### config.mk
export PLATFORM = sky130hd
export DESIGN_NAME = woi_mul
export DESIGN_NICKNAME = d
export VERILOG_FILES = /design/src/rtl/woi_pkg.sv /design/src/rtl/woi_mul.sv
export SDC_FILE = /design/constraint.sdc
export NUM_CORES = 2
export LEC_CHECK = 0
export ABC_AREA = 0
export BUFFER_PORTS_ARGS = -buffer_cell sky130_fd_sc_hd__buf_2
export CAP_MARGIN = 10
export CORE_MARGIN = 2
export CORE_UTILIZATION = 35
export DETAILED_ROUTE_END_ITERATION = 6
export PLACE_DENSITY = 0.48
export SYNTH_ARGS = -nofsm -noshare
export SYNTH_HDL_FRONTEND = slang
export SYNTH_SLANG_ARGS = --single-unit
### constraint.sdc
create_clock -name clk -period 10.2 [get_ports clk]
set_input_delay 0.51 -clock clk [delete_from_list [all_inputs] [get_ports clk]]
set_output_delay 0.51 -clock clk [all_outputs]
set_load 0.01 [all_outputs]
### src/rtl/woi_pkg.sv
// Shared types, constants and the arctangent table for the wheel odometry integrator.
package woi_pkg;

    localparam int CS_W    = 34;
    localparam int MUL_A_W = 35;
    localparam int MUL_B_W = 33;
    localparam int MUL_P_W = MUL_A_W + MUL_B_W;
    localparam int DIV_N_W = 49;
    localparam int DIV_Q_W = 30;
    localparam int DIV_R_W = 20;
    localparam int RECIP_SH = 34;

    localparam logic [7:0]             FRAME_MARK   = 8'h00;
    localparam logic signed [CS_W-1:0] CORDIC_START = 34'sd652032874;
    localparam logic [DIV_R_W:0]       US_PER_S     = 21'd1000000;
    localparam logic [MUL_B_W-1:0]     RECIP_1M     = 33'd2251799813;
    localparam logic [MUL_B_W-1:0]     ANG_SCALE    = 33'd43748;
    localparam logic [3:0]             MSTEP_LAST   = 4'd8;

    typedef enum logic [2:0] {
        ST_IDLE,
        ST_ROT,
        ST_MUL,
        ST_DIVX,
        ST_DIVY,
        ST_OUT
    } state_t;

    typedef enum logic [1:0] {
        DS_RECIP,
        DS_BACK,
        DS_FIX
    } div_step_t;

    function automatic logic [31:0] atan_lut(input logic [4:0] idx);
        logic [31:0] v;
        case (idx)
            5'd0:  v = 32'h20000000;
            5'd1:  v = 32'h12E4051E;
            5'd2:  v = 32'h09FB385B;
            5'd3:  v = 32'h051111D4;
            5'd4:  v = 32'h028B0D43;
            5'd5:  v = 32'h0145D7E1;
            5'd6:  v = 32'h00A2F61E;
            5'd7:  v = 32'h00517C55;
            5'd8:  v = 32'h0028BE53;
            5'd9:  v = 32'h00145F2F;
            5'd10: v = 32'h000A2F98;
            5'd11: v = 32'h000517CC;
            5'd12: v = 32'h00028BE6;
            5'd13: v = 32'h000145F3;
            5'd14: v = 32'h0000A2FA;
            5'd15: v = 32'h0000517D;
            5'd16: v = 32'h000028BE;
            5'd17: v = 32'h0000145F;
            5'd18: v = 32'h00000A30;
            5'd19: v = 32'h00000518;
            5'd20: v = 32'h0000028C;
            5'd21: v = 32'h00000146;
            5'd22: v = 32'h000000A3;
            5'd23: v = 32'h00000051;
            5'd24: v = 32'h00000029;
            5'd25: v = 32'h00000014;
            5'd26: v = 32'h0000000A;
            5'd27: v = 32'h00000005;
            5'd28: v = 32'h00000003;
            5'd29: v = 32'h00000001;
            5'd30: v = 32'h00000001;
            default: v = 32'h00000000;
        endcase
        return v;
    endfunction

endpackage

### src/rtl/woi_mul.sv
// Shared signed multiplier with registered product.
module woi_mul
    import woi_pkg::*;
(
    input  logic                      clk,
    input  logic signed [MUL_A_W-1:0] a,
    input  logic signed [MUL_B_W-1:0] b,
    output logic signed [MUL_P_W-1:0] p
);

    logic signed [MUL_P_W-1:0] p_reg;

    always_ff @(posedge clk)
    begin
        p_reg <= MUL_P_W'(a) * MUL_P_W'(b);
    end

    assign p = p_reg;

endmodule

Word level (Yosys, flattened, before mapping). Cells that the tools add are included.

Bits in registers: 68. Input bits: 69. Logic and storage cells: 2. Output and inout bits: 68.

Multipliers: 1.

Operators by type and width (count): $mul A35 B33 Y68 (1).

Longest topological paths before layout.
Depth after elaboration: 1. Depth in mapped cells: 29. Mapped depth without buffers: 27.

Worst setup path after synthesis. OpenSTA, ideal clock, no wires.

Path kind: input to register. Start: input port a[34]. End: register p_reg[66] (netlist: p[66]). Setup time: 0.127 ns. Buffers on the path: 2. Stages on the path: 26. Arrival time: 7.933 ns. Data required time: 10.073 ns. Path slack: 2.140 ns. Cell sequence: clkbuf_1 -> nand2_1 -> inv_1 -> fa_1 -> fa_1 -> fa_1 -> inv_1 -> fa_1 -> inv_1 -> fa_1 -> fa_1 -> inv_1 -> fa_1 -> fa_1 -> inv_1 -> ha_1 -> clkbuf_1 -> a21o_1 -> a21o_1 -> a21oi_1 -> o21bai_1 -> a21o_1 -> a21o_1 -> a2111oi_2 -> nor3_1 -> xor2_1.

Cells in the longest elaborated chain, start to end: 1.

RTL lines: from (decl) (line woi_mul.sv:6) `input logic signed [MUL_A_W-1:0] a,`; $mul A35 B33 Y68 (line woi_mul.sv:15) `p_reg <= MUL_P_W'(a) * MUL_P_W'(b);`; to (signal assigned) (line woi_mul.sv:15); to (decl) (line woi_mul.sv:11) `logic signed [MUL_P_W-1:0] p_reg;`.

Every way passes these cells.

Worst setup path after layout.
Start: input port b[1]. End: register p_reg[66] (netlist: p[66]).

Cells in the longest elaborated chain, start to end: 1.

RTL lines: from (decl) (line woi_mul.sv:7) `input logic signed [MUL_B_W-1:0] b,`; $mul A35 B33 Y68 (line woi_mul.sv:15).

Every way passes these cells.

==> Implementation_results.wiki <==
{| class="wikitable"
! Metric !! Value
|-
| Run status || complete, no violations
|-
| Finished Layout Cells || 6,096
|-
| Largest area contributor in the netlist || fa_1
|-
| Number of routed nets with antenna violations || 0
|-
| Maximum number of pins on one net before global-route repair || 36
|-
| Kind of launch point of the worst setup path || primary input
|-
| CP Data Arrival Time || 9120 ps
|-
| Clock tree from TritonCTS || done
|-
| First-pass GRT wire length || 202,500 um
|-
| Crit path capture type || flip-flop
|-
| Post-synthesis net count || 5,991
|-
| Post-synthesis to final-layout area growth || 6.119%
|-
| Post-synthesis cell count || 4,494
|-
| Via count || 29,370
|-
| Fmax || 113.1 MHz
|-
| CTS Root Buffer Type || clkbuf_16
|-
| Crit path kind || in2reg
|-
| CTS resizes || 0
|-
| Number of global-route vias before repair || 32,910
|-
| Number of distinct standard cells referenced by the synthesized netlist || 78
|-
| Share of the synthesized area in the top cell type || 56.98%
|-
| Vertical die dimension || 352.1 um
|-
| Number of cells on the worst hold path || 2
|-
| Seq/Total Area, Yosys || 3.210%
|-
| Initial DRT Pass Iterations || 6
|-
| Worst Hold Endpoint || p[0]$_DFF_P_
|-
| Floorplan row count || 127
|-
| Total DRC errors in the routed layout || 0
|-
| Number of enable flip-flop cells after synthesis || 0
|-
| Hold Path Origin || a[0]
|-
| Drt first-iter violations || 1,637
|-
| Flip-flop count of the largest register, all copies and words added || 68
|-
| Count of state elements after synthesis || 68
|-
| Die Span X || 352.1 um
|-
| Leading cell types by count after synthesis || fa_1 (1,207), inv_1 (1,138), and2_1 (589)
|-
| Ranking of synthesized cells by area || fa_1 (57%), inv_1 (10%), and2_1 (8.7%), ha_1 (6.5%), nand2_1 (5.1%)
|-
| Count of yosys warnings during synthesis || 0
|-
| Most frequently used cell type in the post-synthesis netlist || fa_1
|-
| Fraction of registers with async set/reset || 0%
|-
| Worst slew margin || 20.69%
|-
| Maximum buffer depth of the clock tree || 2
|-
| Endpoints failing hold || 0
|-
| Worst min-delay path category || in2reg
|-
| Area of the core || 120,100 um^2
|-
| Detail Placement HPWL || 108,400 um
|-
| Clock slew seen by the registers of the worst setup and hold paths || 60 ps
|-
| Area of the die || 124,000 um^2
|-
| RePlAce Congestion || 0.8512
|-
| Count of buffers added by post-CTS timing repair for setup || 0
|-
| Routed Wire Length || 131,800 um
|-
| Critical Path Fanout Max || 35
|-
| Average cell area after synthesis || 9.436 um^2
|-
| Ports placed on the boundary || 137
|-
| Post-route setup TNS || 0 ps
|-
| GRT Overall Usage || 21.90%
|-
| Fraction of final layout cells sized beyond drive strength 1 || 5.717%
|-
| Number of instances in the placed design || 6,074
|-
| Count of H-tree levels built during CTS || 3
|-
| Most used DFF post-synth || dfxtp_1
|-
| Max-capacitance violation count || 0
|-
| Leftover overflow at the end of global routing || 0
|-
| CP required || 10,480 ps
|-
| Final Max Slew Viols || 0
|-
| Average wire per cell in the routed design || 21.62 um
|-
| CTS buffer count || 9
|-
| Worst Tran Pin Value || 1190 ps
|-
| Total number of nets in the final design || 5,970
|-
| Initial antenna violation count || 13
|-
| Initial core utilization || 35.30%
|-
| Summed instance area of the synthesized netlist || 42,410 um^2
|-
| RSZ-0062 raised after global routing || false
|-
| Count of hold buffers inserted by post-cts repair || 0
|-
| Vias per cell || 4.818
|-
| Fraction of the cycle the final worst path needs || 86.67%
|-
| Quantity of I/O buffers inserted on ports || 136
|-
| Number of clock sinks || 68
|-
| Final number of setup-violating endpoints || 0
|-
| Shortest period the worst path allows || 8841 ps
|}
final cells by class:
type,count,area [um^2]
antenna,6,15.01
clock buffer,11,252.7
clock inverter,5,58.81
fill,12490,75130
inverter,1138,4272
multi-input combinational,3044,35750
sequential,68,1361
tap,1612,2017
timing repair buffer,212,1276
cell families (layout without fill, tap and decap cells):
family / after synthesis / in the layout / synth area share (%)
mux: 2 / 2 / 0.04721
xor+xnor: 72 / 72 / 1.487
buf+inv: 1382 / 1366 / 12.49
compound gates: 219 / 219 / 3.579
simple gates: 1323 / 1323 / 15.69
flops: 68 / 68 / 3.210
other cells: 0 / 6 / 0
fa+ha+maj: 1428 / 1428 / 63.50
stage by stage:
stage,util [%],cell area (um^2),worst slack (ps),hold slack [ps]
6_report,37.46,45000,1359,651.9
5_1_grt,37.45,44990,811.4,629.2
4_1_cts,37.45,44990,1316,638.5
3_5_place_dp,37.19,44680,927.5,902.1
3_3_place_gp,37.19,44680,1027,904.8
2_1_floorplan,-,42410,2140,637.3
critical path: stages:
cell and delay, ps:
buf_2 550, and2_1 280, fa_1 520, fa_1 560
fa_1 1070, inv_1 150, fa_1 530, inv_1 680
fa_1 580, fa_1 500, fa_1 500, inv_1 50
fa_1 470, inv_1 40, ha_1 380, a21oi_1 210
nand2_1 100, a2111oi_0 500, o211ai_2 280, a2111oi_2 350
nor3_1 110, xor2_1 150
layer usage:
metal | vias up | routed length (um) | part of all wire, % | track usage [%]
met4 | 4 | 5168 | 3.9 | 7.342
met2 | 777 | 69020 | 52 | 39.63
met5 | - | 22 | 0.017 | 0
met1 | 15690 | 51040 | 39 | 26.84
li1 | 12710 | - | - | -
met3 | 189 | 6541 | 5.0 | 2.737
layout by cell type, fill, tap and decap left out, types with 7 or more instances in the layout:
cell type,n
a211oi_1,9
a21o_1,37
a21oi_1,58
and2_1,589
buf_2,136
buf_4,74
clkbuf_16,9
dfxtp_1,68
fa_1,1207
ha_1,221
inv_1,1138
nand2_1,581
nand2b_1,10
nand3_1,16
nand4_1,17
nor2_1,65
nor3_1,16
o21a_1,7
o21ai_0,39
o21bai_1,9
xnor2_1,49
xor2_1,23
worst max-delay path by stage:
stage | end | depth (start not counted) | start | slack [ps]
after floorplan | p[66]$_DFF_P_ | 26 | a[34] | 2140
after global placement | p[66]$_DFF_P_ | 24 | b[1] | 1030
after detailed placement | p[66]$_DFF_P_ | 22 | b[1] | 930
after CTS | p[66]$_DFF_P_ | 22 | b[1] | 1320
after global routing | p[62]$_DFF_P_ | 22 | b[1] | 810
final | p[66]$_DFF_P_ | 22 | b[1] | 1360
Power is not shown: default switching activity piles up to over one toggle a cycle in this logic, so the estimate is an artifact.
