File: src/rtl/woi_pkg.sv
// Shared types, constants and the arctangent table for the wheel odometry integrator.
package woi_pkg;

    localparam int CS_W    = 34;
    localparam int MUL_A_W = 35;
    localparam int MUL_B_W = 33;
    localparam int MUL_P_W = MUL_A_W + MUL_B_W;
    localparam int DIV_N_W = 49;
    localparam int DIV_Q_W = 30;
    localparam int DIV_R_W = 20;
    localparam int RECIP_SH = 34;

    localparam logic [7:0]             FRAME_MARK   = 8'h00;
    localparam logic signed [CS_W-1:0] CORDIC_START = 34'sd652032874;
    localparam logic [DIV_R_W:0]       US_PER_S     = 21'd1000000;
    localparam logic [MUL_B_W-1:0]     RECIP_1M     = 33'd2251799813;
    localparam logic [MUL_B_W-1:0]     ANG_SCALE    = 33'd43748;
    localparam logic [3:0]             MSTEP_LAST   = 4'd8;

    typedef enum logic [2:0] {
        ST_IDLE,
        ST_ROT,
        ST_MUL,
        ST_DIVX,
        ST_DIVY,
        ST_OUT
    } state_t;

    typedef enum logic [1:0] {
        DS_RECIP,
        DS_BACK,
        DS_FIX
    } div_step_t;

    function automatic logic [31:0] atan_lut(input logic [4:0] idx);
        logic [31:0] v;
        case (idx)
            5'd0:  v = 32'h20000000;
            5'd1:  v = 32'h12E4051E;
            5'd2:  v = 32'h09FB385B;
            5'd3:  v = 32'h051111D4;
            5'd4:  v = 32'h028B0D43;
            5'd5:  v = 32'h0145D7E1;
            5'd6:  v = 32'h00A2F61E;
            5'd7:  v = 32'h00517C55;
            5'd8:  v = 32'h0028BE53;
            5'd9:  v = 32'h00145F2F;
            5'd10: v = 32'h000A2F98;
            5'd11: v = 32'h000517CC;
            5'd12: v = 32'h00028BE6;
            5'd13: v = 32'h000145F3;
            5'd14: v = 32'h0000A2FA;
            5'd15: v = 32'h0000517D;
            5'd16: v = 32'h000028BE;
            5'd17: v = 32'h0000145F;
            5'd18: v = 32'h00000A30;
            5'd19: v = 32'h00000518;
            5'd20: v = 32'h0000028C;
            5'd21: v = 32'h00000146;
            5'd22: v = 32'h000000A3;
            5'd23: v = 32'h00000051;
            5'd24: v = 32'h00000029;
            5'd25: v = 32'h00000014;
            5'd26: v = 32'h0000000A;
            5'd27: v = 32'h00000005;
            5'd28: v = 32'h00000003;
            5'd29: v = 32'h00000001;
            5'd30: v = 32'h00000001;
            default: v = 32'h00000000;
        endcase
        return v;
    endfunction

endpackage

File: src/rtl/woi_f2q.sv
// IEEE single to saturating Q16.16 converter.
module woi_f2q
    import woi_pkg::*;
(
    input  logic [31:0]        bits,
    output logic signed [31:0] q
);

    always_comb
    begin
        logic        neg;
        logic [7:0]  e;
        logic [23:0] m;
        logic [32:0] mag;
        logic [7:0]  n;
        neg = bits[31];
        e   = bits[30:23];
        m   = {1'b0, bits[22:0]};
        mag = '0;
        n   = '0;
        q   = '0;
        if (e == 8'hFF)
        begin
            if (m[22:0] == 23'd0)
                q = neg ? 32'sh80000000 : 32'sh7FFFFFFF;
        end
        else
        begin
            if (e == 8'd0)
                e = 8'd1;
            else
                m[23] = 1'b1;
            if (e > 8'd142)
                mag = 33'h1_0000_0000;
            else if (e >= 8'd134)
                mag = {9'b0, m} << (e - 8'd134);
            else
            begin
                n = 8'd134 - e;
                mag = (n >= 8'd32) ? 33'd0 : ({9'b0, m} >> n);
            end
            if (neg)
                q = (mag > 33'h0_8000_0000) ? 32'sh80000000 : 32'(~mag + 33'd1);
            else
                q = (mag > 33'h0_7FFF_FFFF) ? 32'sh7FFFFFFF : mag[31:0];
        end
    end

endmodule

File: config.mk
export PLATFORM = sky130hd
export DESIGN_NAME = woi_f2q
export DESIGN_NICKNAME = d
export VERILOG_FILES = /design/src/rtl/woi_pkg.sv /design/src/rtl/woi_f2q.sv
export SDC_FILE = /design/constraint.sdc
export NUM_CORES = 1
export LEC_CHECK = 0
export BUFFER_PORTS_ARGS = -buffer_cell sky130_fd_sc_hd__buf_4
export CAP_MARGIN = 20
export CORE_ASPECT_RATIO = 1.1
export CORE_MARGIN = 2
export CORE_UTILIZATION = 45
export DETAILED_ROUTE_END_ITERATION = 7
export PLACE_DENSITY = 0.67
export SKIP_LAST_GASP = 1
export SLEW_MARGIN = 15
export SYNTH_ARGS = -nofsm -noshare
export SYNTH_HDL_FRONTEND = slang
export SYNTH_SLANG_ARGS = --single-unit
File: constraint.sdc
create_clock -name vclk -period 4
set_input_delay 0.2 -clock vclk [all_inputs]
set_output_delay 0.2 -clock vclk [all_outputs]
set_load 0.005 [all_outputs]
==> results of run 1 <==
-- cells in the mapped netlist, types with 5 or more instances --
| cell | instances |
|---|---|
| o21a_1 | 5 |
| nand2b_1 | 30 |
| o221ai_1 | 13 |
| buf_2 | 17 |
| nor2b_1 | 17 |
| nor3b_1 | 11 |
| a221oi_1 | 5 |
| o211ai_1 | 16 |
| o21ai_0 | 66 |
| o2111ai_1 | 5 |
| clkbuf_1 | 61 |
| buf_1 | 5 |
| o21ai_1 | 7 |
| o211ai_2 | 7 |
| and3_1 | 12 |
| or3_1 | 12 |
| nand4_1 | 14 |
| nor4_1 | 15 |
| nand3_1 | 34 |
| mux2i_1 | 22 |
| a221o_1 | 12 |
| and2_1 | 8 |
| or2_2 | 7 |
| a21o_1 | 9 |
| o311ai_0 | 7 |
| o2bb2ai_1 | 5 |
| o32ai_1 | 9 |
| or4b_2 | 6 |
| xnor2_1 | 16 |
| inv_1 | 19 |
| nor3_1 | 37 |
| a211o_1 | 7 |
| a31oi_1 | 19 |
| o22ai_1 | 12 |
| nand2_1 | 71 |
| xor2_1 | 5 |
| o31ai_1 | 22 |
| o211a_1 | 6 |
| a211oi_1 | 12 |
| a21oi_1 | 73 |
| nor2_1 | 68 |
-- through the flow --
stage	util (%)	hold WS (ns)	setup slack (ns)	instance area (sq um)	TNS, ns
after global placement	71.3	0.804	-0.607	8540	-14.90
after CTS	75.7	0.830	-0.296	9070	-5.87
after floorplan	-	0.646	0.0694	5520	0
after detailed placement	71.3	0.816	-0.670	8540	-16.79
-- logic make-up after synthesis --
kind of cell	count (synthesis)
AO/OA/AOI/OAI	369
XOR/XNOR	21
adder cells (fa/ha/maj)	2
buffers and inverters	105
multiplexers	29
AND/OR/NAND/NOR	365
-- layer usage --
| layer | overflow | track usage (%) |
|---|---|---|
| met2 | 1 | 83.3 |
| met5 | 0 | 8.82 |
| met3 | 0 | 43.5 |
| met1 | 0 | 71.2 |
| met4 | 0 | 57.0 |
-- timing repair --
action,CTS
buffers inserted,25
hold buffers,0
gates cloned,1
setup endpoints to repair,31
resized for setup,60
pin swaps,37
==> impl_metrics.yaml, run 1 <==
logic_synthesis:
  synth_xor_area_share_pct: 3.33
  synthSimpleGateAreaFrac_pct: 35.5
  yosysTopAreaCell: "a21oi_1"
  synth.distinct_cells: 86
  post_synth_mux_area_share_pct: 5.90
  avgSynthCellArea_sq_um: 6.19
  syn_area_sq_um: 5520
  netlist.area_leader.share_pct: 6.62
  synthAdderAreaFrac_pct: 0.454
  yosys_warnings: 0
  synth_top_family_by_area: "compound AO/OA/AOI/OAI gates"
  seq_area_frac_synth_pct: 0
  synth_nets: 925
  synth_compound_area_share_pct: 47.2
  netlist_instances: 891
  yosys-top-cells-area: "a21oi_1 (6.6%), o21ai_0 (6.0%), nand2_1 (4.8%), nor2_1 (4.6%), clkbuf_1 (4.2%)"
global_route:
  gr-total-overflow: 1
  grt_max_degree: 32
  grt_use_total_pct: 65.4
status:
  outcome: "aborted with a tool error"
  firstError: "[ERROR GRT-0232] Routing congestion too high. Check the congestion heatmap in the GUI."
  haltStage: "global routing"
placed_design:
  dpl.hpwl_um: 28200
  io_buffer_count: 64
  routabilityCongestion: 1.22
  placed_cells: 1375
floorplanning:
  boundaryPins: 64
  start_util_pct: 46.0
  die_y_um: 120
  rows: 42
  die_width_um: 110
timing:
  endpoint_type: "output port"
  postGrtWorstEndpoint: "q[10]"
==> run 2, diff against run 1 <==
Settings changed: CORE_ASPECT_RATIO 1.1 to not set, CORE_UTILIZATION 45 to 30, PLACE_DENSITY 0.67 to not set, PLACE_DENSITY_LB_ADDON set to 0.15.
Clock period 4 ns to 5.2 ns, I/O delays scaled along.
==> run 2 against run 1 <==
Net effect: the run now ends clean; synthesized area unchanged; synthesized cell count unchanged.
==> impl_metrics.yaml, run 2 <==
pwr:
  power_frac_clock_pct: 0
  pwr-share-seq_pct: 0
  p_leak_nw: 2.73
  pwr-share-comb_pct: 100.0
  p_int_mw: 0.315
  swShare_pct: 62.1
  power_density_nw_per_um2: 122
  irDropWorstVdd_v: 0.0000389
  p_sw_mw: 0.515
timing:
  grt_setup_unrepaired: "false"
  whs_ns: 0.953
  hold_violations: 0
  fin_crit_sh_pct: 94.8
  min_period_ns: 4.93
  tightest_slew_ns: 1.01
  maxSlewHeadroom_pct: 31.9
  setup_viol: 0
  fmax_mhz: 203
  slew_violations: 0
  finalSetupTns_ns: 0
floorplanning:
  die_area_sq_um: 19500
  die_y_um: 140
  core_region_area_sq_um: 18000
  start_util_pct: 30.6
  die_width_um: 140
  rows: 49
  boundaryPins: 64
global_route:
  grt_pass1_vias: 7921
  grt_pass1_wl_um: 52700
  gr-total-overflow: 0
  grt_use_total_pct: 35.0
  grt_max_degree: 46
  antenna_found_initial: 1
placed_design:
  routabilityCongestion: 1.06
  io_buffer_count: 64
  dpl.hpwl_um: 28500
critical_path:
  worst-setup-path-type: "input port to output port"
  critPathArrivalTime_ns: 4.67
  endpoint_kind: "output port"
  crit_fanout: 22
  crit_required_ns: 4.94
  startpoint_type: "input port"
logic_synthesis:
  yosysTopAreaCell: "a21oi_1"
  synth_nets: 925
  yosys_warnings: 0
  seq_area_frac_synth_pct: 0
  synth_most_common_cell: "a21oi_1"
  avgSynthCellArea_sq_um: 6.19
  synth.distinct_cells: 86
  syn_area_sq_um: 5520
  ys_top_cells_by_count: "a21oi_1 (73), nand2_1 (71), nor2_1 (68)"
  netlist_instances: 891
  yosys-top-cells-area: "a21oi_1 (6.6%), o21ai_0 (6.0%), nand2_1 (4.8%), nor2_1 (4.6%), clkbuf_1 (4.2%)"
  netlist.area_leader.share_pct: 6.62
min_path:
  whs_path_depth: 4
  hp-class: "input port to output port"
cells_and_area:
  nClkBuffers: 0
  drive_above_1_share_pct: 22.4
  seq_cells: 0
  final_cell_mix: "buf_4 (177), a21oi_1 (73), nand2_1 (71)"
  seqCellArea_sq_um: 0
  layout_commonest_cell: "buf_4"
  nNetsFinal: 1020
  area_delta_synth_final_pct: 23.4
  diodes: 0
routing:
  top_layer: "met5"
  dr.pass1.iters: 6
  drcViolationCount: 0
  drtAntennaViolNets: 0
  wl_met3_um: 4560
  wl_met2_um: 14400
  drt-met1-wl_um: 14800
  via_count: 8364
  routed_wl_um: 35500
  vias_per_cell: 6.90
  wl_per_cell_um: 29.3
  drtIter0Drc: 1350
clock_tree:
  hold_buffers: 0
  cts_setup_buffers: 0
  cts_resized: 0
job:
  drv_cap: 0
status:
  outcome: "completed"
-- run 2: cell counts after synthesis --
Identical to the previous run, type by type.
-- run 2: logic make-up after synthesis --
group	after synthesis	synth area share (%)
AOI/OAI and AO/OA	369	47.2
and+or+nand+nor	365	35.5
buffers and inverters	105	7.67
muxes	29	5.90
xor gates and xnor gates	21	3.33
adders and majority gates	2	0.454
-- run 2: per-layer routing --
| metal | GRT usage [%] | vias up |
|---|---|---|
| li1 | - | 3683 |
| met1 | 49.3 | 4011 |
| met2 | 50.4 | 569 |
| met3 | 9.81 | 99 |
| met4 | 13.5 | 2 |
| met5 | 0 | - |
-- run 2: path summary, 6_finish.rpt --
kind,from,endpoint,slack [ns]
setup / recovery,bits[26],q[17],0.27
hold / removal,bits[31],q[31],0.95
-- run 2: layout make-up --
class	count	area, sq um
inverter	20	75.1
multi-input combinational	786	5100
fill	2050	11200
tap	229	287
timing repair buffer	178	1340
-- run 2: power groups by stage --
stage	registers, mW	logic (mW)	clock network [mW]
6_report	0	0.829	0
5_1_grt	0	0.868	0
4_1_cts	0	0.793	0
3_5_place_dp	0	0.791	0
3_3_place_gp	0	0.813	0
2_1_floorplan	0	0.440	0
-- run 2: stage by stage --
stage,cells,util (%),power [mW],setup WS [ns],instance area (sq um)
2_1_floorplan,891,-,0.440,1.15,5520
3_3_place_gp,1213,37.7,0.813,0.347,6790
3_5_place_dp,1213,37.7,0.791,0.359,6790
4_1_cts,1213,37.7,0.793,0.333,6790
5_1_grt,1213,37.8,0.868,0.0724,6810
6_report,1213,37.8,0.829,0.270,6810
-- run 2: worst max-delay path: stages --
cell,delay (ns)
buf_4,0.18
or4_1,0.55
buf_4,0.25
nor3_1,0.56
o22ai_1,0.27
a31oi_1,0.60
a221o_1,0.35
nor2b_1,0.08
o211a_1,0.27
nand4_1,0.13
o31a_1,0.24
buf_4,0.18
nor2_1,0.05
buf_4,0.20
a221o_1,0.33
buf_4,0.14
Note: power is estimated with default switching activity, not from simulation.
