**src/rtl/woi_pkg.sv**
```systemverilog
// Shared types, constants and the arctangent table for the wheel odometry integrator.
package woi_pkg;

    localparam int CS_W    = 34;
    localparam int MUL_A_W = 35;
    localparam int MUL_B_W = 33;
    localparam int MUL_P_W = MUL_A_W + MUL_B_W;
    localparam int DIV_N_W = 49;
    localparam int DIV_Q_W = 30;
    localparam int DIV_R_W = 20;
    localparam int RECIP_SH = 34;

    localparam logic [7:0]             FRAME_MARK   = 8'h00;
    localparam logic signed [CS_W-1:0] CORDIC_START = 34'sd652032874;
    localparam logic [DIV_R_W:0]       US_PER_S     = 21'd1000000;
    localparam logic [MUL_B_W-1:0]     RECIP_1M     = 33'd2251799813;
    localparam logic [MUL_B_W-1:0]     ANG_SCALE    = 33'd43748;
    localparam logic [3:0]             MSTEP_LAST   = 4'd8;

    typedef enum logic [2:0] {
        ST_IDLE,
        ST_ROT,
        ST_MUL,
        ST_DIVX,
        ST_DIVY,
        ST_OUT
    } state_t;

    typedef enum logic [1:0] {
        DS_RECIP,
        DS_BACK,
        DS_FIX
    } div_step_t;

    function automatic logic [31:0] atan_lut(input logic [4:0] idx);
        logic [31:0] v;
        case (idx)
            5'd0:  v = 32'h20000000;
            5'd1:  v = 32'h12E4051E;
            5'd2:  v = 32'h09FB385B;
            5'd3:  v = 32'h051111D4;
            5'd4:  v = 32'h028B0D43;
            5'd5:  v = 32'h0145D7E1;
            5'd6:  v = 32'h00A2F61E;
            5'd7:  v = 32'h00517C55;
            5'd8:  v = 32'h0028BE53;
            5'd9:  v = 32'h00145F2F;
            5'd10: v = 32'h000A2F98;
            5'd11: v = 32'h000517CC;
            5'd12: v = 32'h00028BE6;
            5'd13: v = 32'h000145F3;
            5'd14: v = 32'h0000A2FA;
            5'd15: v = 32'h0000517D;
            5'd16: v = 32'h000028BE;
            5'd17: v = 32'h0000145F;
            5'd18: v = 32'h00000A30;
            5'd19: v = 32'h00000518;
            5'd20: v = 32'h0000028C;
            5'd21: v = 32'h00000146;
            5'd22: v = 32'h000000A3;
            5'd23: v = 32'h00000051;
            5'd24: v = 32'h00000029;
            5'd25: v = 32'h00000014;
            5'd26: v = 32'h0000000A;
            5'd27: v = 32'h00000005;
            5'd28: v = 32'h00000003;
            5'd29: v = 32'h00000001;
            5'd30: v = 32'h00000001;
            default: v = 32'h00000000;
        endcase
        return v;
    endfunction

endpackage

```
**src/rtl/woi_mul.sv**
```systemverilog
// Shared signed multiplier with registered product.
module woi_mul
    import woi_pkg::*;
(
    input  logic                      clk,
    input  logic signed [MUL_A_W-1:0] a,
    input  logic signed [MUL_B_W-1:0] b,
    output logic signed [MUL_P_W-1:0] p
);

    logic signed [MUL_P_W-1:0] p_reg;

    always_ff @(posedge clk)
    begin
        p_reg <= MUL_P_W'(a) * MUL_P_W'(b);
    end

    assign p = p_reg;

endmodule

```
**src/rtl/woi_div.sv**
```systemverilog
// Divider by one million: reciprocal multiply, back-multiply and one correction step.
module woi_div
    import woi_pkg::*;
(
    input  logic               clk,
    input  logic               rst_n,
    input  logic               start,
    input  logic [DIV_N_W-1:0] dividend,
    output logic               done,
    output logic [DIV_Q_W-1:0] quot
);

    logic [DIV_N_W-1:0]        n_reg, n_next;
    logic [DIV_Q_W-1:0]        q_reg, q_next;
    div_step_t                 step_reg, step_next;
    logic                      busy_reg, busy_next, done_reg, done_next;
    logic signed [MUL_A_W-1:0] mul_a;
    logic signed [MUL_B_W-1:0] mul_b;
    logic signed [MUL_P_W-1:0] mul_p;
    logic [DIV_Q_W-1:0]        q_est;
    logic [DIV_N_W:0]          rem;

    woi_mul u_mul (.clk(clk), .a(mul_a), .b(mul_b), .p(mul_p));

    // estimate is low by at most one; remainder stays below 2 * 10^6
    assign q_est = mul_p[RECIP_SH+DIV_Q_W-1:RECIP_SH];
    assign rem   = {1'b0, n_reg} - mul_p[DIV_N_W:0];

    always_comb
    begin
        n_next    = n_reg;
        q_next    = q_reg;
        step_next = step_reg;
        busy_next = busy_reg;
        done_next = 1'b0;
        mul_a     = {3'b000, n_reg[DIV_N_W-1:DIV_N_W-32]};
        mul_b     = RECIP_1M;
        if (start)
        begin
            n_next    = dividend;
            step_next = DS_RECIP;
            busy_next = 1'b1;
        end
        else if (busy_reg)
        begin
            case (step_reg)
                DS_RECIP:
                begin
                    step_next = DS_BACK;
                end
                DS_BACK:
                begin
                    mul_a     = {5'b00000, q_est};
                    mul_b     = {12'b0, US_PER_S};
                    q_next    = q_est;
                    step_next = DS_FIX;
                end
                DS_FIX:
                begin
                    if (rem >= {29'b0, US_PER_S})
                        q_next = q_reg + 1'b1;
                    busy_next = 1'b0;
                    done_next = 1'b1;
                end
                default: busy_next = 1'b0;
            endcase
        end
    end

    always_ff @(posedge clk or negedge rst_n)
    begin
        if (!rst_n)
        begin
            busy_reg <= 1'b0;
            done_reg <= 1'b0;
            step_reg <= DS_RECIP;
        end
        else
        begin
            busy_reg <= busy_next;
            done_reg <= done_next;
            step_reg <= step_next;
        end
    end

    always_ff @(posedge clk)
    begin
        n_reg <= n_next;
        q_reg <= q_next;
    end

    assign done = done_reg;
    assign quot = q_reg;

endmodule

```
**config.mk**
```make
export PLATFORM = sky130hd
export DESIGN_NAME = woi_div
export DESIGN_NICKNAME = d
export VERILOG_FILES = /design/src/rtl/woi_pkg.sv /design/src/rtl/woi_mul.sv /design/src/rtl/woi_div.sv
export SDC_FILE = /design/constraint.sdc
export NUM_CORES = 2
export LEC_CHECK = 0
export ABC_AREA = 1
export BUFFER_PORTS_ARGS = -buffer_cell sky130_fd_sc_hd__buf_2
export CORE_ASPECT_RATIO = 1.1
export CORE_MARGIN = 2
export CORE_UTILIZATION = 40
export CTS_CLUSTER_DIAMETER = 60
export DETAILED_ROUTE_END_ITERATION = 12
export PLACE_DENSITY = 0.58
export SLEW_MARGIN = 20
export SYNTH_ARGS = -nofsm -noshare
export SYNTH_HDL_FRONTEND = slang
export SYNTH_SLANG_ARGS = --single-unit
```
**constraint.sdc**
```tcl
create_clock -name clk -period 13.1 [get_ports clk]
set_input_delay 1.31 -clock clk [delete_from_list [all_inputs] [get_ports clk]]
set_output_delay 1.31 -clock clk [all_outputs]
set_load 0.02 [all_outputs]
```
======== Yosys cells after proc, flatten, opt, wreduce, memory -nomap -nowiden ========
Index checks and enable logic that the tools add are counted.
cells by class
  bitwise operators ....................... 1
  muxes and demuxes ....................... 17
  $mul .................................... 1
  shifts and indexed selects .............. 0
  reduce and logical (&&, ||, !) cells .... 7
  divide/modulo/power cells ............... 0
  $lt $le $gt $ge ......................... 1
  equal/unequal tests ..................... 3
  add/subtract/negate cells ............... 2
operators by type and width
  kind                                                                  count
  2-to-1 mux 32 bit                                                     6
  multiplier 32 x 32 -> 64 bit                                          1
  one-hot mux 30 bit (2 select lines)                                   1
  greater-or-equal comparator 50 x 20 -> 1 bit (second input constant)  1
  subtractor 49 x 50 -> 50 bit                                          1
  adder 30 x 1 -> 30 bit (second input constant)                        1
  2-to-1 mux 30 bit                                                     1
  2-to-1 mux 1 bit                                                      6
  2-to-1 mux 2 bit                                                      2
  one-hot mux 2 bit (2 select lines)                                    1
  AND reduction 4 bit                                                   1
  nonzero test 2 bit                                                    2
  nonzero test 3 bit                                                    1
  == test 2 x 1 -> 1 bit (second input constant)                        1
  == test 2 bit (second input constant)                                 1
  zero test 2 bit                                                       1
  inequality test 2 bit (second input constant)                         1
  AND reduction 2 bit                                                   1
  OR reduction 2 bit                                                    1
  NOT 1 bit                                                             1
storage, ports and cells
  ROM bits ................................ 0
  logic and storage cells ................. 38
  RAM bits ................................ 0
  bits in latches ......................... 0
  flip-flop bits (word level) ............. 147
  memories kept ........................... 0
  output and inout port bits .............. 31
  input bits .............................. 52

======== Longest topological paths before layout ========
  depth after elaboration ................. 5
  mapped depth ............................ 43
  gate-level depth less buffers ........... 43

======== Modules after synthesis ========
Synthesis repeated with hierarchy kept, for this count alone.
unflattened totals
  cell total of the unflattened synthesis .. 7089
  area, all modules ....................... 53343.7 um2
by module, submodules not included
  module   instances  sequential area each (um2)  cells an instance  area each (um2)
  woi_mul  1          1361.3                      5741               44980.6
  woi_div  1          2472.4                      1348               8363.0

======== Least setup slack after synthesis ========
Ideal clock, no wire load.
  path kind ............................... input -> register
  start point ............................. in start
  end point ............................... reg u_mul.p_reg[54], in the netlist u_mul.p[54]
  path buffers ............................ 2
  slack ................................... 4533 ps
  stages on the path ...................... 30
  library setup time ...................... 72 ps
  required time ........................... 13028 ps
  arrival time ............................ 8495 ps
  cell sequence ........................... nor2_4 nand2_4 inv_2 buf_2 clkbuf_1 nor2_1 fa_1 fa_1 inv_1 fa_1 inv_1 fa_1 inv_1 fa_1 inv_1 fa_1 fa_1 inv_1 fa_1 inv_1 ha_1 a21oi_1 inv_1 a31oi_1 o21ai_0 a21oi_1 nand3_1 a21o_1 a21oi_1 xnor2_1
between the ends
  word-level cells in the longest chain between the ends .. 2
  elaborated cells on any way between the ends .. 3
  classes of those cells .................. mul: 1; mux: 2
RTL lines
  element                         RTL line       text
  start, declared                 woi_div.sv:7   input logic start,
  2-to-1 mux 32 bit               woi_div.sv:38  if (start)
  multiplier 32 x 32 -> 64 bit *  woi_mul.sv:15  p_reg <= MUL_P_W'(a) * MUL_P_W'(b);
  end signal, assigned            woi_mul.sv:15
  end, declared                   woi_mul.sv:11  logic signed [MUL_P_W-1:0] p_reg;
Every way passes the cells marked *; elsewhere a longest branch is shown, timed or not.
A chain may end at the register's enable or synchronous reset.

======== Final worst setup path ========
Ends and elaborated chain as after synthesis.

==> qor.csv <==
stage,metric,value,unit
status,status,"complete, no violations",
final_layout,antenna cell count,0,
hold_path,hold-critical path endpoint,step_reg[0],
logic_synthesis,area share of the leading cell type in the synthesized netlist,30.3,%
global_routing,largest net degree at the start of global routing,58,
cts,CTS tree,yes,
global_routing,global-route wire length before repair,162,mm
die,die area,79600,sq um
timing,RSZ-0062 raised after global routing,false,
die,Die H,296,um
critical_path,Reg-to-Reg Start,step_reg[1],
timing,final setup violating endpoints,0,
routing,drt pass-1 iters,6,
critical_path,slowest cell delay on critical path,0.57,ns
hold_path,Worst Hold Launch,step_reg[1],
cts,H-tree depth,4,
placement,port bufs,82,
cts,hold_buf cts,0,
logic_synthesis,sequential share of the synthesized area,12.1,%
global_routing,vias in the first global route,26000,
critical_path,Slowest cell on crit path,fa_1,
routing,Initial DRC Count,1778,
run,# Max-Cap Violations,0,
final_layout,area delta synth->final,7.80,%
die,total core area,77000,sq um
critical_path,Worst Path Required,13.49,ns
logic_synthesis,Cell variety after synth,59,
timing,Peak Freq,101,MHz
timing,setup TNS,0,ns
critical_path,Critical Path AT,10.25,ns
logic_synthesis,syn avg cell area,7.82,sq um
timing,Tcrit/Tclk final,75.3,%
critical_path,largest fanout on the critical path,52,
timing,Final Critical Period,9.86,ns
timing,Slew @ Worst Pin,1.25,ns
routing,Vias,25300,
logic_synthesis,Area contributors post-synth,"fa_1 30%, ha_1 16%, inv_1 14%, nand2_1 8.7%, edfxtp_1 7.7%",
die,# rows,107,
logic_synthesis,Post-synth ARST share,2.72,%
logic_synthesis,number of enable flip-flop cells after synthesis,79,
final_layout,max FFs per register,64,
logic_synthesis,Yosys top cell by area,fa_1,
critical_path,CP Capture Type,flop,
logic_synthesis,ys flop type,edfxtp_1,
logic_synthesis,#FFs+latches synth,147,
timing,Final Max Tran Viols,0,
logic_synthesis,synthesized area,31000,sq um
logic_synthesis,Synth Net Count,4884,
die,die width,269,um
final_layout,share of layout cells above drive strength 1,5.52,%
critical_path,critical path type,in2reg,
critical_path,CP Launch Type,input pin,
hold_path,Worst Hold Class,reg2reg,
cts,Clock transition at path regs,0.08,ns
cts,Root Driver,clkbuf_16,
final_layout,fin nets,4986,
routing,DRC viols,0,
placement,Post-DP HPWL,95.8,mm
cts,# resized after CTS,0,
placement,GP Congestion,1.03,
die,Initial Utilization,40.2,%
cts,"Setup Fix Bufs, Post-CTS",0,
critical_path,reg2reg end,u_mul.p[54],
timing,max_slew headroom,15.7,%
final_layout,fillcell total,7992,
routing,drt via density,4.95,
logic_synthesis,YS warnings,0,
die,Boundary Pins,83,
global_routing,total gr overflow,0,
hold_path,WHS Path Cells,1,
timing,clk_skew,0.0146,ns
global_routing,gr usage total,27.8,%
logic_synthesis,Syn Inst Count,3958,
routing,drt wl/cell,21.1,um
routing,"antenna viol nets, final",0,
timing,final hold vios,0,
cts,# clock sinks,147,
critical_path,worst reg2reg setup slack,4.15,ns
cts,worst-skew pair later-pin latency,0.50,ns
critical_path,Crit. Startpoint,start,
cts,CTS Buffer Depth,2,
global_routing,initial antenna violation count,0,
critical_path,r2r worst-path depth,36,
routing,final wirelength,108,mm
cts,Num CTS Buffers,17,
[routing by layer]
| metal | vias up | GRT usage, % | part of all wire [%] |
|---|---|---|---|
| li1 | 12100 | - | - |
| met1 | 12100 | 31.9 | 39 |
| met2 | 799 | 49.3 | 49 |
| met3 | 256 | 4.07 | 5.1 |
| met4 | 0 | 16.4 | 6.8 |
| met5 | - | 0 | 0 |
[worst max-delay path by stage]
stage | endpoint | cells past startpoint
floorplan | u_mul.p[54] | 30
global placement | u_mul.p[49] | 34
detailed placement | u_mul.p[54] | 37
CTS | u_mul.p[54] | 37
global route | u_mul.p[52] | 44
finish | u_mul.p[54] | 37
[synthesized netlist by cell type (2+ instances only)]
cell type	n
o21ai_1	9
nor3_2	2
nor2_4	5
nor3_4	2
a21oi_1	141
xor2_1	71
nand2_1	715
dfrtp_1	4
a31oi_1	14
nand3_2	3
edfxtp_1	79
nand4_1	32
or2_1	4
a221oi_1	4
o21ai_0	113
o22ai_1	5
o2111ai_1	2
nor2_1	335
a21o_1	14
buf_2	6
nand2_2	9
nor3_1	13
nand3b_1	9
nor2_2	15
nand3_1	94
o21a_1	11
nor4_1	4
o21bai_1	22
a21oi_2	2
o21ai_2	10
o211ai_1	5
or2_2	10
dfxtp_1	64
xnor2_1	27
ha_1	405
fa_1	469
and2_1	2
o221ai_1	2
clkinv_1	4
inv_2	15
inv_1	1172
clkbuf_1	17
[layout make-up]
class,count,area (sq um),share of cell area [%]
clock buffers,17,425,1.27
well taps,1035,1290,3.88
multi-input cells,2596,22700,67.9
flip-flops and latches,147,3750,11.2
inverters,1191,4470,13.4
clock inverters,15,174,0.521
repair buffers,107,602,1.80
[cells in the final DEF, fill, tap and decap left out, drive strengths merged, types with 14 or more instances in the layout]
cell type  netlist  final
a31oi           14     14
o21bai          23     23
a21oi          143    143
fa             469    469
nor3            17     17
xnor2           27     27
inv           1187   1198
xor2            71     71
nand2          725    725
o21ai          132    132
clkbuf          17     17
buf              7    107
nand3           98     98
edfxtp          79     79
a21o            14     14
nand4           34     34
nor2           355    355
or2             14     14
dfxtp           64     64
ha             405    405
[stage by stage]
step	util [%]	instances	setup WS, ns	hold slack, ns	instance area (sq um)
global placement	42.6	5075	2.40	0.524	32800
global route	43.4	5108	2.85	0.577	33400
finish	43.4	5108	3.24	0.534	33400
CTS	43.4	5108	3.33	0.544	33400
floorplan	-	3958	4.53	0.490	31000
detailed placement	42.6	5076	2.82	0.527	32800
[logic make-up after synthesis]
family	count (synthesis)	share of synthesized area, %
simple gates	1261	16.9
flops	147	12.1
buf+inv	1215	14.8
other cells	1	0.0121
fa+ha+maj	874	46.7
compound gates	362	6.70
xor+xnor	98	2.77
[critical path: cells and delay by family]
kind                       cells  cell delay (ns)
buffers and inverters         10             1.43
and+or+nand+nor               13             2.33
AOI/OAI and AO/OA              4             0.89
adders and majority gates      9             4.10
xor gates and xnor gates       1             0.14
Power is not shown: default switching activity piles up to over one toggle a cycle in this logic, so the estimate is an artifact.
