<file path="src/rtl/woi_pkg.sv">
// Shared types, constants and the arctangent table for the wheel odometry integrator.
package woi_pkg;

    localparam int CS_W    = 34;
    localparam int MUL_A_W = 35;
    localparam int MUL_B_W = 33;
    localparam int MUL_P_W = MUL_A_W + MUL_B_W;
    localparam int DIV_N_W = 49;
    localparam int DIV_Q_W = 30;
    localparam int DIV_R_W = 20;
    localparam int RECIP_SH = 34;

    localparam logic [7:0]             FRAME_MARK   = 8'h00;
    localparam logic signed [CS_W-1:0] CORDIC_START = 34'sd652032874;
    localparam logic [DIV_R_W:0]       US_PER_S     = 21'd1000000;
    localparam logic [MUL_B_W-1:0]     RECIP_1M     = 33'd2251799813;
    localparam logic [MUL_B_W-1:0]     ANG_SCALE    = 33'd43748;
    localparam logic [3:0]             MSTEP_LAST   = 4'd8;

    typedef enum logic [2:0] {
        ST_IDLE,
        ST_ROT,
        ST_MUL,
        ST_DIVX,
        ST_DIVY,
        ST_OUT
    } state_t;

    typedef enum logic [1:0] {
        DS_RECIP,
        DS_BACK,
        DS_FIX
    } div_step_t;

    function automatic logic [31:0] atan_lut(input logic [4:0] idx);
        logic [31:0] v;
        case (idx)
            5'd0:  v = 32'h20000000;
            5'd1:  v = 32'h12E4051E;
            5'd2:  v = 32'h09FB385B;
            5'd3:  v = 32'h051111D4;
            5'd4:  v = 32'h028B0D43;
            5'd5:  v = 32'h0145D7E1;
            5'd6:  v = 32'h00A2F61E;
            5'd7:  v = 32'h00517C55;
            5'd8:  v = 32'h0028BE53;
            5'd9:  v = 32'h00145F2F;
            5'd10: v = 32'h000A2F98;
            5'd11: v = 32'h000517CC;
            5'd12: v = 32'h00028BE6;
            5'd13: v = 32'h000145F3;
            5'd14: v = 32'h0000A2FA;
            5'd15: v = 32'h0000517D;
            5'd16: v = 32'h000028BE;
            5'd17: v = 32'h0000145F;
            5'd18: v = 32'h00000A30;
            5'd19: v = 32'h00000518;
            5'd20: v = 32'h0000028C;
            5'd21: v = 32'h00000146;
            5'd22: v = 32'h000000A3;
            5'd23: v = 32'h00000051;
            5'd24: v = 32'h00000029;
            5'd25: v = 32'h00000014;
            5'd26: v = 32'h0000000A;
            5'd27: v = 32'h00000005;
            5'd28: v = 32'h00000003;
            5'd29: v = 32'h00000001;
            5'd30: v = 32'h00000001;
            default: v = 32'h00000000;
        endcase
        return v;
    endfunction

endpackage

</file>
<file path="src/rtl/woi_cordic.sv">
// Iterative CORDIC producing cos and sin of a binary angle, one rotation per cycle.
module woi_cordic
    import woi_pkg::*;
#(
    parameter int STEPS = 24
)
(
    input  logic                   clk,
    input  logic                   rst_n,
    input  logic                   start,
    input  logic [31:0]            ang,
    output logic                   done,
    output logic signed [CS_W-1:0] cos_o,
    output logic signed [CS_W-1:0] sin_o
);

    localparam int CNT_W = $clog2(STEPS + 1);

    logic signed [CS_W-1:0] x_reg, x_next, y_reg, y_next, z_reg, z_next;
    logic [CNT_W-1:0]       cnt_reg, cnt_next;
    logic                   busy_reg, busy_next, done_reg, done_next, flip_reg, flip_next;
    logic [31:0]            ang_q, ang_f;
    logic [4:0]             idx;
    logic signed [CS_W-1:0] dx, dy, at;

    assign ang_q = ang + 32'h40000000;
    assign ang_f = ang ^ {ang_q[31], 31'b0};
    assign idx   = 5'(cnt_reg);
    assign dx    = y_reg >>> idx;
    assign dy    = x_reg >>> idx;
    assign at    = {2'b00, atan_lut(idx)};

    always_comb
    begin
        x_next    = x_reg;
        y_next    = y_reg;
        z_next    = z_reg;
        cnt_next  = cnt_reg;
        busy_next = busy_reg;
        flip_next = flip_reg;
        done_next = 1'b0;
        if (start)
        begin
            flip_next = ang_q[31];
            x_next    = CORDIC_START;
            y_next    = '0;
            z_next    = {{2{ang_f[31]}}, ang_f};
            cnt_next  = '0;
            busy_next = 1'b1;
        end
        else if (busy_reg)
        begin
            if (!z_reg[CS_W-1])
            begin
                x_next = x_reg - dx;
                y_next = y_reg + dy;
                z_next = z_reg - at;
            end
            else
            begin
                x_next = x_reg + dx;
                y_next = y_reg - dy;
                z_next = z_reg + at;
            end
            cnt_next = cnt_reg + 1'b1;
            if (cnt_reg == CNT_W'(STEPS - 1))
            begin
                busy_next = 1'b0;
                done_next = 1'b1;
            end
        end
    end

    always_ff @(posedge clk or negedge rst_n)
    begin
        if (!rst_n)
        begin
            busy_reg <= 1'b0;
            done_reg <= 1'b0;
            cnt_reg  <= '0;
        end
        else
        begin
            busy_reg <= busy_next;
            done_reg <= done_next;
            cnt_reg  <= cnt_next;
        end
    end

    always_ff @(posedge clk)
    begin
        x_reg    <= x_next;
        y_reg    <= y_next;
        z_reg    <= z_next;
        flip_reg <= flip_next;
    end

    assign done  = done_reg;
    assign cos_o = flip_reg ? -x_reg : x_reg;
    assign sin_o = flip_reg ? -y_reg : y_reg;

endmodule

</file>
<file path="config.mk">
export PLATFORM = sky130hd
export DESIGN_NAME = woi_cordic
export DESIGN_NICKNAME = d
export VERILOG_FILES = /design/src/rtl/woi_pkg.sv /design/src/rtl/woi_cordic.sv
export SDC_FILE = /design/constraint.sdc
export NUM_CORES = 1
export LEC_CHECK = 0
export ABC_AREA = 1
export BUFFER_PORTS_ARGS = -buffer_cell sky130_fd_sc_hd__buf_2
export CAP_MARGIN = 20
export CORE_ASPECT_RATIO = 0.9
export CORE_MARGIN = 4
export CORE_UTILIZATION = 30
export DETAILED_ROUTE_END_ITERATION = 8
export PLACE_DENSITY = 0.45
export SKIP_CTS_REPAIR_TIMING = 1
export SLEW_MARGIN = 20
export SYNTH_ARGS = -nofsm -noshare
export SYNTH_HDL_FRONTEND = slang
export SYNTH_SLANG_ARGS = --single-unit
</file>
<file path="constraint.sdc">
create_clock -name clk -period 7.3 [get_ports clk]
set_input_delay 1.46 -clock clk [delete_from_list [all_inputs] [get_ports clk]]
set_output_delay 1.46 -clock clk [all_outputs]
set_load 0.05 [all_outputs]
</file>
Yosys cells after proc, flatten, opt, wreduce, memory -nomap -nowiden
Memory sizes are Yosys's and may differ from the RTL's.
Cells that the tools add are included.
{ "op_classes": {"n_reduce_logical": 1, "n_eq_ne": 1, "bitwise": 1, "add_sub_neg": 10, "n_mux": 15, "shift": 2} }
{ "ops": {"columns": ["operator", "count"], "rows": [
  ["34-bit 2-to-1 mux", 7],
  ["34-bit adder", 2],
  ["34-bit negator", 2],
  ["34-bit by 5-bit >>> shifter with 34-bit output", 2],
  ["34-bit subtractor", 2],
  ["34-bit by 33-bit adder with 34-bit output", 1],
  ["34-bit by 33-bit subtractor with 34-bit output", 1],
  ["32-bit by 31-bit adder with 32-bit output (second input constant)", 1],
  ["32-bit bitwise XOR", 1],
  ["5-bit 2-to-1 mux", 2],
  ["1-bit 2-to-1 mux", 6],
  ["5-bit by 1-bit adder with 5-bit output (second input constant)", 1],
  ["5-bit equality test (second input constant)", 1],
  ["2-bit nonzero test", 1]
]} }
{ "word_totals": {"rom_bits": 960, "out_inout_bits": 69, "input_bits": 35, "n_memories": 1, "regBits": 110} }
{ "mem_list": {"columns": ["memory", "words", "width", "rd", "rd_ports_with_merged_regs", "write_ports", "line_no", "source"], "rows": [
  ["(no name shown)", 32, 30, 1, 0, 0, "woi_pkg.sv:37", "case (idx)"]
]} }

Logic depth before layout (Yosys ltp)
An unclocked memory read counts as a cell.
{ "depth": {"ltp_word": 5, "ltp_mapped": 38, "mapped_depth_nobuf": 36} }

Worst setup path after synthesis
Ideal clock, no wire load.
{ "synth_timing": {"kind": "register -> register", "from": "register cnt_reg[1]", "to": "register z_reg[23], data pin", "path_stages_with_launch": 32, "t_required_ps": 7046, "slack_ps": 2748, "arrival_time_ps": 4298, "setup_time_ps": 254, "cell_sequence": "dfrtp_1 -> buf_6 -> inv_6 -> buf_12 -> buf_6 -> ha_1 -> nand2_1 -> nand2_1 -> o21ai_0 -> nor2_1 -> nor2_4 -> ha_1 -> nand3_1 -> nor3_2 -> nand2_1 -> nor3_2 -> or2_2 -> clkbuf_1 -> xor2_1 -> inv_1 -> ha_1 -> a21oi_1 -> o21ai_0 -> a21oi_1 -> o21ai_0 -> a21oi_1 -> inv_1 -> a21oi_1 -> inv_1 -> or2_2 -> nand3_1 -> nand2_1"} }
{ "synth_via": {"elab_chain_len": 5, "elab_cells_between_ends": 6} }
{ "synth_lines": {"columns": ["element", "line_no", "source"], "rows": [
  ["from (decl)", "woi_cordic.sv:20", "logic [CNT_W-1:0] cnt_reg, cnt_next;"],
  ["from (signal assigned)", "woi_cordic.sv:86", "cnt_reg <= cnt_next;"],
  ["memory 32 x 30 bit *", null, null],
  ["34-bit by 33-bit subtractor with 34-bit output or 34-bit by 33-bit adder with 34-bit output (tied branches)", "woi_cordic.sv:57, woi_cordic.sv:63", null],
  ["34-bit 2-to-1 mux *", "woi_cordic.sv:53", "if (!z_reg[CS_W-1])"],
  ["34-bit 2-to-1 mux *", "woi_cordic.sv:51", "else if (busy_reg)"],
  ["34-bit 2-to-1 mux *", "woi_cordic.sv:42", "if (start)"],
  ["via z_next[23]", "woi_cordic.sv:19", "logic signed [CS_W-1:0] x_reg, x_next, y_reg, y_next, z_reg, z_next;"],
  ["to (signal assigned)", "woi_cordic.sv:94", "z_reg <= z_next;"],
  ["to (decl)", "woi_cordic.sv:19", null]
]} }
The timed path passes the listed nets; every way through them passes the cells marked *. The select of a mux whose other input is x is not followed.
A chain may end at the register's enable or synchronous reset.

Worst setup path after layout
Ends and elaborated chain as after synthesis.

==> summary.txt <==
Yosys
  • Synth Cell Area: 0.0176 sq mm
  • Post-synthesis cell count: 2,961
  • Syn_area_per_cell: 5.93 sq um
  • Yosys reg bits: 110
  • Synth cell types: 60
  • Syn_nets: 3,113
  • Yosys warns: 0
  • Sequential element share of the synthesized area: 14.7%

Critical path
  • CP max stage cell: dfrtp_2
  • Worst reg2reg startpoint: cnt_reg[1]$_DFFE_PN0P_
  • Worst R2R Path Depth: 27
  • Max FO, Critical Path: 68
  • Worst Path Buf+Inv: 4
  • WP data arrival: 6.04 ns
  • Worst r2r dst: z_reg[23]$_DFFE_PP_
  • R2r setup slk: 1.44 ns
  • CP top delay family: simple AND/OR/NAND/NOR gates
  • CP Class: reg2reg
  • Slowest stage delay, CP: 0.62 ns
  • Crit start category: flip-flop
  • Crit end category: flip-flop
  • Req. time, crit path: 7.48 ns

Global routing
  • First-pass GRT wire length: 108,000 um
  • GRT overflow: 0
  • GR Util All Layers: 21.8%
  • Vias in the first global route: 18,602
  • Initial antenna violation count: 0
  • Largest net degree at the start of global routing: 78

Place
  • # port buffers: 103
  • GPL Wtd Cong: 0.947
  • Place WS: 1.57 ns
  • Post-DP HPWL: 55,900 um
  • Dpl cell area: 0.0185 sq mm

Floorplanning
  • Die ar.: 0.0625 sq mm
  • Row cnt: 83
  • Die Ht: 237 um
  • CORE AREA: 0.0575 sq mm
  • Number of top-level pins: 104
  • Initial core utilization: 30.5%
  • Die Span X: 263 um

STA
  • Total Neg Setup Slack: 0 ns
  • FMAX: 0.171 GHz
  • Worst setup margin: 1.44 ns
  • Final worst path period need: 5.86 ns
  • Fin crit share: 80.3%
  • Max_slew headroom: 34.4%
  • Final hold violation count: 0
  • Final setup violation count: 0
  • Worst Tran Pin Value: 0.978 ns
  • Final Max Slew Viols: 0
  • Hold WS: 0.611 ns
  • Worst clock skew: 0.0123 ns
  • RSZ-0062 raised after global routing: no

Final layout
  • Nets@finish: 3,124
  • Layout fillers: 6,587
  • Ant. Diodes: 0
  • Area Overhead vs Synth: 7.02%
  • Share of cells above drive strength 1: 9.37%
  • Finished Cell Area: 0.0188 sq mm

Route
  • Starting DRT DRC Count: 1,410
  • DR WL met2: 30,800 um
  • DR pass1 iterations: 5
  • Drt total wl: 70,500 um
  • Final ANT Viol Nets: 0
  • Routed WL per cell: 18.8 um
  • Met1 WL: 35,900 um
  • Vias: 19,573
  • Met3 wire len: 2660 um
  • Drc violations: 0
  • Max layer used: met4
  • Via/cell ratio: 5.23

Min path
  • Worst Hold Class: reg2reg
  • Hold Crit Depth: 2
  • Hold Crit Start: x_reg[3]$_SDFFE_PP1P_
  • Endpoint, Worst Hold: x_reg[3]$_SDFFE_PP1P_

Clocking
  • Clk_lat worst skew: 0.42 ns
  • CTS Root Cell: clkbuf_16
  • TritonCTS clock tree: done
  • H-Tree Depth: 3
  • Bufs on Longest Clock Path: 2
  • Clk pin slew, worst setup/hold paths: 0.09 ns
  • TritonCTS buffer count: 9
  • Clock Sinks: 110

Run
  • Max-cap violations: 0

Status
  • Status: complete, no violations
## worst min-delay path: cells and delay by family (launching register included)
family,cells,cell delay [ns]
flip-flops,1,0.40
AO/OA/AOI/OAI,1,0.05
buffers and inverters,1,0.12
## worst max path at each step
| stage | slack [ns] | endpoint | start | cells after the start |
|---|---|---|---|---|
| after floorplan | 2.75 | z_reg[23]$_DFFE_PP_ | cnt_reg[1]$_DFFE_PN0P_ | 31 |
| after global placement | 1.54 | z_reg[23]$_DFFE_PP_ | cnt_reg[1]$_DFFE_PN0P_ | 27 |
| after detailed placement | 1.57 | z_reg[23]$_DFFE_PP_ | cnt_reg[1]$_DFFE_PN0P_ | 27 |
| final | 1.44 | z_reg[23]$_DFFE_PP_ | cnt_reg[1]$_DFFE_PN0P_ | 27 |
| after global routing | 0.99 | z_reg[23]$_DFFE_PP_ | cnt_reg[1]$_DFFE_PN0P_ | 27 |
| after CTS | 1.54 | z_reg[23]$_DFFE_PP_ | cnt_reg[1]$_DFFE_PN0P_ | 27 |
## kinds of logic (layout without fill, tap and decap cells)
kind of cell               count (synthesis)  after routing  share of synthesized area [%]
xor gates and xnor gates                 191            191                           9.53
and+or+nand+nor                         1686           1686                           42.2
buffers and inverters                    409            425                           10.4
AOI/OAI and AO/OA                        448            448                           14.7
adders and majority gates                117            117                           8.47
DFF                                      110            110                           14.7
## cell usage after synthesis (all sizes together)
cell type / count / area share (%)
o41ai: 1 / 0.050
o21a: 10 / 0.43
nor3: 38 / 1.3
clkinv: 4 / 0.085
a221oi: 5 / 0.25
fa: 3 / 0.34
xor2: 132 / 6.6
a2111oi: 1 / 0.050
nand3b: 6 / 0.26
dfrtp: 7 / 1.0
nor3b: 2 / 0.085
clkbuf: 43 / 0.92
o21ai: 166 / 5.0
nand2: 907 / 20
a21oi: 158 / 4.5
a21boi: 3 / 0.13
nor2: 261 / 5.9
o31ai: 4 / 0.23
inv: 279 / 6.0
o21bai: 8 / 0.34
o221ai: 4 / 0.20
a22oi: 5 / 0.21
a32oi: 4 / 0.24
o22ai: 31 / 1.1
a21o: 16 / 0.68
buf: 83 / 3.4
or2: 28 / 1.0
ha: 114 / 8.1
a31oi: 21 / 0.75
o32ai: 2 / 0.10
xnor2: 59 / 2.9
dfxtp: 68 / 7.8
o211ai: 7 / 0.30
nand3: 403 / 12
and2: 1 / 0.043
a31o: 2 / 0.10
nor4: 17 / 0.73
nand4: 23 / 0.82
edfxtp: 35 / 6.0
## metal layers
layer	vias up	GRT usage, %
met1	9210	32.0
li1	9837	-
met3	64	2.26
met4	0	4.75
met2	462	34.5
met5	-	0
## cell usage in the layout, fill, tap and decap left out, drive strengths merged, types with 3 or more instances in the layout
| cell | n |
|---|---|
| a21boi | 3 |
| a21o | 16 |
| a21oi | 158 |
| a221oi | 5 |
| a22oi | 5 |
| a31oi | 21 |
| a32oi | 4 |
| buf | 126 |
| clkbuf | 12 |
| clkinv | 7 |
| dfrtp | 7 |
| dfxtp | 68 |
| edfxtp | 35 |
| fa | 3 |
| ha | 114 |
| inv | 279 |
| nand2 | 907 |
| nand3 | 403 |
| nand3b | 6 |
| nand4 | 23 |
| nor2 | 261 |
| nor3 | 38 |
| nor4 | 17 |
| o211ai | 7 |
| o21a | 10 |
| o21ai | 166 |
| o21bai | 8 |
| o221ai | 4 |
| o22ai | 31 |
| o31ai | 4 |
| or2 | 28 |
| xnor2 | 59 |
| xor2 | 132 |
## cell type report
class	count	area [sq um]	share of cell area, %
Clock buffer	12	269	1.43
Sequential cell	110	2590	13.8
Clock inverter	4	52.6	0.280
Timing Repair Buffer	126	688	3.66
Tap cell	765	957	5.09
Multi-Input combinational cell	2442	13200	70.1
Inverter	283	1070	5.68
## through the flow
stage	utilization [%]	instances
5_1_grt	32.7	3742
6_report	32.7	3742
3_3_place_gp	32.1	3726
4_1_cts	32.7	3742
3_5_place_dp	32.1	3726
2_1_floorplan	-	2961
Power is not shown: default switching activity piles up to over one toggle a cycle in this logic, so the estimate is an artifact.
